<file path="src/design/fsp_pkg.sv">
// ----------------------------------------------------------------------------
// fsp_pkg
// Shared types and constants of the conversion specification parser.
// ----------------------------------------------------------------------------
`timescale 1ns / 1ps
`default_nettype none

package fsp_pkg;

  // Default sizing of the accumulators and of the length modifier count.
  localparam int NUM_BITS_DEF   = 16;
  localparam int MAX_LENGTH_DEF = 2;

  // Fixed field widths of the channels.
  localparam int CHAR_W  = 8;
  localparam int FIELD_W = 16;
  localparam int LEN_W   = 2;
  localparam int DIGIT_W = 4;

  // Flag positions inside the flag vector.
  localparam int FLAG_LEFT  = 0;
  localparam int FLAG_ZERO  = 1;
  localparam int FLAG_ALT   = 2;
  localparam int FLAG_SPACE = 3;
  localparam int FLAG_PLUS  = 4;
  localparam int FLAG_COUNT = 5;

  // Character codes the parser recognizes.
  localparam logic [CHAR_W-1:0] CH_MINUS = 8'h2D;
  localparam logic [CHAR_W-1:0] CH_ZERO  = 8'h30;
  localparam logic [CHAR_W-1:0] CH_NINE  = 8'h39;
  localparam logic [CHAR_W-1:0] CH_HASH  = 8'h23;
  localparam logic [CHAR_W-1:0] CH_SPACE = 8'h20;
  localparam logic [CHAR_W-1:0] CH_PLUS  = 8'h2B;
  localparam logic [CHAR_W-1:0] CH_DOT   = 8'h2E;
  localparam logic [CHAR_W-1:0] CH_ELL   = 8'h6C;

  // Parser phase.
  typedef enum logic [1:0] {
    PH_FLAG  = 2'd0,
    PH_WIDTH = 2'd1,
    PH_PREC  = 2'd2,
    PH_LEN   = 2'd3
  } phase_t;

  // Classification of one input character.
  typedef struct packed {
    logic                  is_digit;
    logic [DIGIT_W-1:0]    digit;
    logic                  is_flag;
    logic [FLAG_COUNT-1:0] flag_onehot;
    logic                  is_dot;
    logic                  is_ell;
  } char_class_t;

  // One decoded specification.
  typedef struct packed {
    logic [FLAG_COUNT-1:0] flags;
    logic                  width_given;
    logic [FIELD_W-1:0]    width_value;
    logic                  prec_given;
    logic [FIELD_W-1:0]    prec_value;
    logic [LEN_W-1:0]      length_count;
    logic [CHAR_W-1:0]     type_char;
  } spec_t;

endpackage

`default_nettype wire

</file>
<file path="src/design/fsp_in_stage.sv">
// ----------------------------------------------------------------------------
// fsp_in_stage
// Input register of the parser: holds one character until the core takes it.
// ----------------------------------------------------------------------------
`timescale 1ns / 1ps
`default_nettype none

module fsp_in_stage (
  input  wire logic                      clk,
  input  wire logic                      rst_n,
  input  wire logic                      in_valid,
  output logic                           in_stall,
  input  wire logic [fsp_pkg::CHAR_W-1:0] in_char_in,
  input  wire logic                      advance,
  output logic                           hold_valid,
  output logic [fsp_pkg::CHAR_W-1:0]     hold_char
);

  logic                       valid_r;
  logic                       valid_nxt;
  logic [fsp_pkg::CHAR_W-1:0] char_r;
  logic                       accept;

  // The register frees up whenever the core consumes the item it holds.
  assign in_stall = valid_r && !advance;
  assign accept   = in_valid && !in_stall;

  always_comb begin
    if (accept) begin
      valid_nxt = 1'b1;
    end else if (advance) begin
      valid_nxt = 1'b0;
    end else begin
      valid_nxt = valid_r;
    end
  end

  // Valid bit with reset, character register without.
  always_ff @(posedge clk) begin
    if (!rst_n) begin
      valid_r <= 1'b0;
    end else begin
      valid_r <= valid_nxt;
    end
  end

  always_ff @(posedge clk) begin
    if (accept) begin
      char_r <= in_char_in;
    end
  end

  assign hold_valid = valid_r;
  assign hold_char  = char_r;

endmodule

`default_nettype wire

</file>
<file path="src/design/fsp_char_class.sv">
// ----------------------------------------------------------------------------
// fsp_char_class
// Character decoder: digit, flag, dot and length modifier detection.
// ----------------------------------------------------------------------------
`timescale 1ns / 1ps
`default_nettype none

module fsp_char_class (
  input  wire logic [fsp_pkg::CHAR_W-1:0] char_in,
  output fsp_pkg::char_class_t            cls
);

  // Decode all classes in parallel; the core picks by phase.
  always_comb begin
    cls.is_digit = (char_in >= fsp_pkg::CH_ZERO) && (char_in <= fsp_pkg::CH_NINE);
    cls.digit    = char_in[fsp_pkg::DIGIT_W-1:0];
    cls.flag_onehot[fsp_pkg::FLAG_LEFT]  = (char_in == fsp_pkg::CH_MINUS);
    cls.flag_onehot[fsp_pkg::FLAG_ZERO]  = (char_in == fsp_pkg::CH_ZERO);
    cls.flag_onehot[fsp_pkg::FLAG_ALT]   = (char_in == fsp_pkg::CH_HASH);
    cls.flag_onehot[fsp_pkg::FLAG_SPACE] = (char_in == fsp_pkg::CH_SPACE);
    cls.flag_onehot[fsp_pkg::FLAG_PLUS]  = (char_in == fsp_pkg::CH_PLUS);
    cls.is_flag  = |cls.flag_onehot;
    cls.is_dot   = (char_in == fsp_pkg::CH_DOT);
    cls.is_ell   = (char_in == fsp_pkg::CH_ELL);
  end

endmodule

`default_nettype wire

</file>
<file path="src/design/fsp_parse_core.sv">
// ----------------------------------------------------------------------------
// fsp_parse_core
// Parser state, saturating decimal accumulator and result register.
// ----------------------------------------------------------------------------
`timescale 1ns / 1ps
`default_nettype none

module fsp_parse_core #(
  parameter int NUM_BITS   = fsp_pkg::NUM_BITS_DEF,
  parameter int MAX_LENGTH = fsp_pkg::MAX_LENGTH_DEF
) (
  input  wire logic                       clk,
  input  wire logic                       rst_n,
  input  wire logic                       hold_valid,
  input  wire logic [fsp_pkg::CHAR_W-1:0] hold_char,
  input  fsp_pkg::char_class_t            cls,
  output logic                            advance,
  output logic                            out_valid,
  input  wire logic                       out_stall,
  output fsp_pkg::spec_t                  out_spec
);

  localparam int EXT_W = (NUM_BITS > fsp_pkg::FIELD_W) ? NUM_BITS : fsp_pkg::FIELD_W;
  localparam logic [fsp_pkg::LEN_W-1:0] LEN_MAX = fsp_pkg::LEN_W'(MAX_LENGTH);

  fsp_pkg::phase_t                phase_r, phase_nxt;
  logic [fsp_pkg::FLAG_COUNT-1:0] flags_r, flags_nxt;
  logic [NUM_BITS-1:0]            width_r, width_nxt;
  logic                           width_seen_r, width_seen_nxt;
  logic [NUM_BITS-1:0]            prec_r, prec_nxt;
  logic                           prec_seen_r, prec_seen_nxt;
  logic [fsp_pkg::LEN_W-1:0]      len_r, len_nxt;
  logic                           out_valid_r, out_valid_nxt;
  fsp_pkg::spec_t                 spec_r;

  logic                fire;
  logic                emit;
  logic [NUM_BITS-1:0] acc_in;
  logic [NUM_BITS+3:0] acc_sum;
  logic [NUM_BITS-1:0] acc_out;
  logic [EXT_W-1:0]    width_ext;
  logic [EXT_W-1:0]    prec_ext;
  fsp_pkg::spec_t      spec_nxt;

  // The held item moves on whenever the result slot is free or being emptied.
  assign advance = !out_valid_r || !out_stall;
  assign fire    = hold_valid && advance;

  // One shared times-ten-plus-digit unit, saturating at the all-ones value.
  assign acc_in  = (phase_r == fsp_pkg::PH_PREC) ? prec_r : width_r;
  assign acc_sum = {acc_in, 3'b000} + {2'b00, acc_in, 1'b0}
                 + (NUM_BITS+4)'(cls.digit - fsp_pkg::DIGIT_W'(fsp_pkg::CH_ZERO));
  assign acc_out = (|acc_sum[NUM_BITS+3:NUM_BITS]) ? '1 : acc_sum[NUM_BITS-1:0];

  // Result fields carry the low bits of the accumulators.
  assign width_ext = EXT_W'(width_r);
  assign prec_ext  = EXT_W'(prec_r);

  always_comb begin
    spec_nxt.flags        = flags_r;
    spec_nxt.width_given  = width_seen_r;
    spec_nxt.width_value  = width_ext[fsp_pkg::FIELD_W-1:0];
    spec_nxt.prec_given   = prec_seen_r;
    spec_nxt.prec_value   = prec_ext[fsp_pkg::FIELD_W-1:0];
    spec_nxt.length_count = len_r;
    spec_nxt.type_char    = hold_char;
  end

  // Next state: the first rule that matches the phase and character wins.
  always_comb begin
    phase_nxt      = phase_r;
    flags_nxt      = flags_r;
    width_nxt      = width_r;
    width_seen_nxt = width_seen_r;
    prec_nxt       = prec_r;
    prec_seen_nxt  = prec_seen_r;
    len_nxt        = len_r;
    emit           = 1'b0;
    if (fire) begin
      if ((phase_r == fsp_pkg::PH_FLAG) && cls.is_flag) begin
        flags_nxt = flags_r | cls.flag_onehot;
      end else if (cls.is_digit && ((phase_r == fsp_pkg::PH_FLAG) ||
                                    (phase_r == fsp_pkg::PH_WIDTH))) begin
        width_nxt      = acc_out;
        width_seen_nxt = 1'b1;
        phase_nxt      = fsp_pkg::PH_WIDTH;
      end else if (cls.is_dot && ((phase_r == fsp_pkg::PH_FLAG) ||
                                  (phase_r == fsp_pkg::PH_WIDTH))) begin
        prec_seen_nxt = 1'b1;
        prec_nxt      = '0;
        phase_nxt     = fsp_pkg::PH_PREC;
      end else if (cls.is_digit && (phase_r == fsp_pkg::PH_PREC)) begin
        prec_nxt = acc_out;
      end else if (cls.is_ell && (len_r < LEN_MAX)) begin
        len_nxt   = len_r + fsp_pkg::LEN_W'(1);
        phase_nxt = fsp_pkg::PH_LEN;
      end else begin
        // Any other character closes the specification.
        emit           = 1'b1;
        phase_nxt      = fsp_pkg::PH_FLAG;
        flags_nxt      = '0;
        width_nxt      = '0;
        width_seen_nxt = 1'b0;
        prec_nxt       = '0;
        prec_seen_nxt  = 1'b0;
        len_nxt        = '0;
      end
    end
  end

  // The result slot fills on a closing character and drains when taken.
  always_comb begin
    if (fire && emit) begin
      out_valid_nxt = 1'b1;
    end else if (out_stall) begin
      out_valid_nxt = out_valid_r;
    end else begin
      out_valid_nxt = 1'b0;
    end
  end

  always_ff @(posedge clk) begin
    if (!rst_n) begin
      phase_r      <= fsp_pkg::PH_FLAG;
      flags_r      <= '0;
      width_r      <= '0;
      width_seen_r <= 1'b0;
      prec_r       <= '0;
      prec_seen_r  <= 1'b0;
      len_r        <= '0;
      out_valid_r  <= 1'b0;
    end else begin
      phase_r      <= phase_nxt;
      flags_r      <= flags_nxt;
      width_r      <= width_nxt;
      width_seen_r <= width_seen_nxt;
      prec_r       <= prec_nxt;
      prec_seen_r  <= prec_seen_nxt;
      len_r        <= len_nxt;
      out_valid_r  <= out_valid_nxt;
    end
  end

  // Result payload register.
  always_ff @(posedge clk) begin
    if (fire && emit) begin
      spec_r <= spec_nxt;
    end
  end

  assign out_valid = out_valid_r;
  assign out_spec  = spec_r;

  // A closing character leaves the parser back at its starting state.
  a_reset_after_emit: assert property (@(posedge clk) disable iff (!rst_n)
    (fire && emit) |=> (phase_r == fsp_pkg::PH_FLAG) && (flags_r == '0) &&
                       (len_r == '0) && !width_seen_r && !prec_seen_r)
    else $error("parser state not cleared after a closing character");

  // The length modifier count never passes its limit.
  a_len_bound: assert property (@(posedge clk) disable iff (!rst_n)
    len_r <= LEN_MAX)
    else $error("length modifier count above its limit");

  // The length phase is only reached through at least one modifier.
  a_len_phase: assert property (@(posedge clk) disable iff (!rst_n)
    (phase_r == fsp_pkg::PH_LEN) |-> (len_r != '0))
    else $error("length phase with no modifier counted");

  // A width value exists only once a width digit was seen.
  a_width_seen: assert property (@(posedge clk) disable iff (!rst_n)
    !width_seen_r |-> (width_r == '0))
    else $error("width accumulator set without a width digit");

  // The precision phase implies the dot was seen.
  a_prec_phase: assert property (@(posedge clk) disable iff (!rst_n)
    (phase_r == fsp_pkg::PH_PREC) |-> prec_seen_r)
    else $error("precision phase without a dot");

endmodule

`default_nettype wire

</file>
<file path="src/design/format_spec_parser_unit.sv">
// ----------------------------------------------------------------------------
// format_spec_parser_unit
// Decodes the characters after a percent sign into one conversion spec.
// ----------------------------------------------------------------------------
// The in_ channel takes one character per item; the out_ channel gives one
// item per completed specification, carrying flags, width, precision, length
// modifier count and the type character. A character is taken on a rising
// edge with valid high and stall low, on either channel.
// Flag, digit, dot and 'l' characters update the parser state where the phase
// and, for 'l', the modifier limit allow them; any other character closes the
// specification and yields one result item. Throughput is one character per
// cycle while no waiting result is stalled: the phase state and the shared
// times-ten accumulator close their loop without a further register. A closing
// character passes the input register and then loads the result register,
// which raises out_valid; the result can then be taken.
// While the receiver stalls a waiting result, the parser takes nothing from
// the input register; once that register holds an item, in_stall rises in
// the same cycle as out_stall and the item stays put until the result is
// taken.
// Synchronous reset clears the parser to the flag phase and empties both
// registers; no result is pending afterwards.
// ----------------------------------------------------------------------------
`timescale 1ns / 1ps
`default_nettype none

module format_spec_parser_unit #(
  parameter int NUM_BITS   = fsp_pkg::NUM_BITS_DEF,
  parameter int MAX_LENGTH = fsp_pkg::MAX_LENGTH_DEF
) (
  input  wire logic                         clk,
  input  wire logic                         rst_n,
  input  wire logic                         in_valid,
  output logic                              in_stall,
  input  wire logic [fsp_pkg::CHAR_W-1:0]   in_char_in,
  output logic                              out_valid,
  input  wire logic                         out_stall,
  output logic                              out_flag_left,
  output logic                              out_flag_zero,
  output logic                              out_flag_alt,
  output logic                              out_flag_space,
  output logic                              out_flag_plus,
  output logic                              out_width_given,
  output logic [fsp_pkg::FIELD_W-1:0]       out_width_value,
  output logic                              out_prec_given,
  output logic [fsp_pkg::FIELD_W-1:0]       out_prec_value,
  output logic [fsp_pkg::LEN_W-1:0]         out_length_count,
  output logic [fsp_pkg::CHAR_W-1:0]        out_type_char
);

  logic                       advance;
  logic                       hold_valid;
  logic [fsp_pkg::CHAR_W-1:0] hold_char;
  fsp_pkg::char_class_t       cls;
  fsp_pkg::spec_t             spec;

  // Input register.
  fsp_in_stage u_in_stage (
    .clk        (clk),
    .rst_n      (rst_n),
    .in_valid   (in_valid),
    .in_stall   (in_stall),
    .in_char_in (in_char_in),
    .advance    (advance),
    .hold_valid (hold_valid),
    .hold_char  (hold_char)
  );

  // Character class decode of the held item.
  fsp_char_class u_char_class (
    .char_in (hold_char),
    .cls     (cls)
  );

  // Parser state and result register.
  fsp_parse_core #(
    .NUM_BITS   (NUM_BITS),
    .MAX_LENGTH (MAX_LENGTH)
  ) u_parse_core (
    .clk        (clk),
    .rst_n      (rst_n),
    .hold_valid (hold_valid),
    .hold_char  (hold_char),
    .cls        (cls),
    .advance    (advance),
    .out_valid  (out_valid),
    .out_stall  (out_stall),
    .out_spec   (spec)
  );

  // Result fields onto their ports.
  assign out_flag_left    = spec.flags[fsp_pkg::FLAG_LEFT];
  assign out_flag_zero    = spec.flags[fsp_pkg::FLAG_ZERO];
  assign out_flag_alt     = spec.flags[fsp_pkg::FLAG_ALT];
  assign out_flag_space   = spec.flags[fsp_pkg::FLAG_SPACE];
  assign out_flag_plus    = spec.flags[fsp_pkg::FLAG_PLUS];
  assign out_width_given  = spec.width_given;
  assign out_width_value  = spec.width_value;
  assign out_prec_given   = spec.prec_given;
  assign out_prec_value   = spec.prec_value;
  assign out_length_count = spec.length_count;
  assign out_type_char    = spec.type_char;

endmodule

`default_nettype wire

</file>
<file path="config.mk">
export PLATFORM = sky130hd
export DESIGN_NAME = format_spec_parser_unit
export DESIGN_NICKNAME = d
export VERILOG_FILES = /design/src/design/fsp_pkg.sv /design/src/design/fsp_in_stage.sv /design/src/design/fsp_char_class.sv /design/src/design/fsp_parse_core.sv /design/src/design/format_spec_parser_unit.sv
export SDC_FILE = /design/constraint.sdc
export NUM_CORES = 1
export LEC_CHECK = 0
export BUFFER_PORTS_ARGS = -buffer_cell sky130_fd_sc_hd__buf_2
export CAP_MARGIN = 20
export CORE_MARGIN = 2
export CORE_UTILIZATION = 35
export DETAILED_ROUTE_END_ITERATION = 7
export PLACE_DENSITY = 0.53
export REMOVE_ABC_BUFFERS = 1
export SLEW_MARGIN = 30
export SYNTH_ARGS = -nofsm -noshare
export SYNTH_HDL_FRONTEND = slang
export SYNTH_SLANG_ARGS = --single-unit
</file>
<file path="constraint.sdc">
create_clock -name clk -period 4.55 [get_ports clk]
set_input_delay 0.6825 -clock clk [delete_from_list [all_inputs] [get_ports clk]]
set_output_delay 0.6825 -clock clk [all_outputs]
set_load 0.02 [all_outputs]
</file>
==> impl_metrics.ini <==
[drt]
ant_nets = 0
drtIter0Drc = 174
route.detailed.drc = 0
drt-vias-per-instance = 5.11
wl_per_cell_um = 15.8
routed_wl_mm = 9.67
dr.pass1.iters = 5
num_vias = 3137

[cells_and_area]
final_core_util = 0.417
syn_to_final_growth_pct = 17.9
stdcell_area_um2 = 5460
drive_above_1_share = 0.244
antenna_cells = 0
fillerInstances = 1247
fin_nets = 478

[pwr]
p_sw_mw = 0.433
clockPowerShare = 0.414
power_leakage_nw = 2.32
powerDensity_nw_per_um2 = 348
p_comb_frac = 0.054
power.total_mw = 1.90
p_sw_frac = 0.228
intPower_mw = 1.47
sequentialPowerShare = 0.532
ir_worst_vdd_uv = 186

[cts]
cts_tree = yes
path_clk_slew_ns = 0.07
postCtsSetupRepairBufs = 0
clock_sinks = 102
cts_root_buf = clkbuf_16
cts_buffers = 9
htree_levels = 3
clockBufferDepth = 2
clock_latency_ns = 0.34

[synthesis]
postSynth.asyncResetShare = 0
syn-cell-area_um2 = 4630
synth_top_area_share = 0.369
synthCells = 367
ys_ff_latch = 102
synth_warnings = 0
synthTopCellsByArea = edfxtp_1, dfxtp_1, ha_1, a221o_1, mux2_2
yosys.area.top_type = edfxtp_1
synth_cell_types = 51
ys.flop_type = edfxtp_1
synth_edf_count = 57
ys_seq_area_frac = 0.564
syn_avg_cell_area_um2 = 12.6

[grt]
gr-total-overflow = 0
grt_pass1_vias = 3269
antenna_found_initial = 0
grt_pass1_wl_mm = 16.3
grt_max_degree = 22
grtUsageTotal = 0.145

[setup_path]
worstPathCellList = nand2b_1, buf_4, mux2i_1, fa_1, fa_1, nand2b_1, a21oi_1, o211ai_1, a21boi_0, mux2i_1, a31oi_2, buf_4, a221o_1
reg2reg_slack_ns = 0.49
critPathCaptureType = register
crit_family = compound AO/OA/AOI/OAI gates
cp_data_arrival_time_ns = 4.29
worstPathMaxFanout = 10
critPathKind = reg2reg
cp_slowest_cell = fa_1
critPathBufInv = 2
start_kind = register
max_stage_delay_ns = 0.52
cp_data_required_time_ns = 4.78

[place]
place_area_um2 = 5140
io_buffers = 62
gp_congestion = 0.827
dp_hpwl_mm = 7.00

[die]
ios = 63
start_util = 0.354
fp.coreArea_um2 = 13100
die-area_um2 = 14200
die_h_um = 119
rows = 42
die_w_um = 119

[timing]
relSlewSlack = 0.467
final_max_slew_viol_count = 0
finClkSkew_ns = 0.00799
min_period_over_period = 0.893
clock.fmax_ghz = 0.246
tightest_slew_ns = 0.800
setup_tns_ns = 0
fin_crit_ns = 4.06
setup_viol = 0
hold_violations = 0
grt_setup_unrepaired = no

[status]
status = complete, no violations

[job]
drv_cap = 0

[min_path]
hp-class = reg2reg
## path summary, 6_finish.rpt
kind | start | end | cells past startpoint
worst min register to register | u_parse_core.prec_seen_r | u_parse_core.out_spec[26] | 0
worst max register to register | u_parse_core.phase_r[0] | u_parse_core.width_ext[8] | 13
worst min-delay path | u_parse_core.prec_seen_r | u_parse_core.out_spec[26] | 0
worst max-delay path | u_parse_core.phase_r[0] | u_parse_core.width_ext[8] | 13
## cells in the mapped netlist (2+ instances only)
cell type and n:
a21o_1 5, nor2_1 20, and3b_1 2, nor2b_1 6, and3_1 4, xnor2_1 9, a211oi_1 4, fa_1 2
o21a_1 9, mux2_2 15, nand2_1 15, buf_2 6, or3_1 2, a21boi_0 2, edfxtp_1 57, xor2_1 5
ha_1 31, a31oi_1 5, o211ai_1 2, o21ai_0 10, a41oi_1 3, nor4_1 2, nor3_1 6, a221o_1 32
a21oi_1 17, buf_6 2, or2_2 3, nand2b_1 4, o21bai_1 2, nand3_1 4, inv_1 12, dfxtp_1 45
clkbuf_1 5, mux2i_1 2
## layer usage
layer,up-vias,GRT usage,share of wire
met2,76,0.214,0.44
met5,-,0,0
met4,0,0.0625,0.017
li1,1552,-,-
met3,12,0.0321,0.047
met1,1497,0.204,0.49
## cell usage in the layout (no fill, tap or decap), types with 6 or more instances in the layout
master,Yosys,final
inv_1,12,11
o21ai_0,10,10
ha_1,31,31
nor2_1,20,20
dfxtp_1,45,45
nor2b_1,6,6
o21a_1,9,9
clkbuf_16,0,9
edfxtp_1,57,57
buf_2,6,62
buf_4,0,7
nand2_1,15,15
a221o_1,32,32
a21oi_1,17,17
nor3_1,6,6
mux2_2,15,15
xnor2_1,9,9
## through the flow
step	setup slack (ns)	cells	hold slack, ns
after global routing	0.0777	614	0.453
after global placement	0.579	598	0.419
final	0.489	614	0.437
after CTS	0.375	614	0.439
after floorplan	0.677	353	0.409
after detailed placement	0.421	598	0.422
## registers in the layout, indices dropped and copies added (netlist names)
signal and count:
u_parse_core.width_ext 16, u_parse_core.out_spec 49, u_parse_core.out_valid 1, u_parse_core.len_r 2, u_parse_core.phase_r 2, u_parse_core.prec_seen_r 1, u_parse_core.width_seen_r 1, u_in_stage.hold_valid 1
u_parse_core.prec_ext 16, u_in_stage.hold_char 8, u_parse_core.flags_r 5
## repair_timing
action / in CTS / in global routing
hold buffers: 0 / 0
resized for setup: 0 / 1
endpoints found under the setup margin: 0 / 6
## logic make-up (layout without fill, tap and decap cells)
group	count (synthesis)	after routing	synth area share
mux	17	17	0.0408
xor+xnor	14	14	0.0265
compound gates	99	99	0.165
fa+ha+maj	33	33	0.0924
flops	102	102	0.564
buf+inv	26	97	0.0259
simple gates	76	76	0.0859
## final cells by class
| type | count | area [um^2] | area share |
|---|---|---|---|
| sequential | 102 | 2610 | 0.478 |
| multi-input combinational | 239 | 1910 | 0.349 |
| timing repair buffer | 69 | 363 | 0.0664 |
| clock buffer | 9 | 225 | 0.0412 |
| tap | 176 | 220 | 0.0403 |
| clock inverter | 7 | 90.1 | 0.0165 |
| inverter | 12 | 45.0 | 0.00825 |
## power by group through the flow
stage	combinational [mW]	clock (mW)	sequential, mW
after floorplan	0.0395	0	1.05
after global placement	0.104	0	1.03
after detailed placement	0.104	0	1.03
after CTS	0.104	0.808	1.01
after global routing	0.112	0.848	1.01
final	0.103	0.789	1.01
No activity file was read; power rests on OpenSTA's default activity.
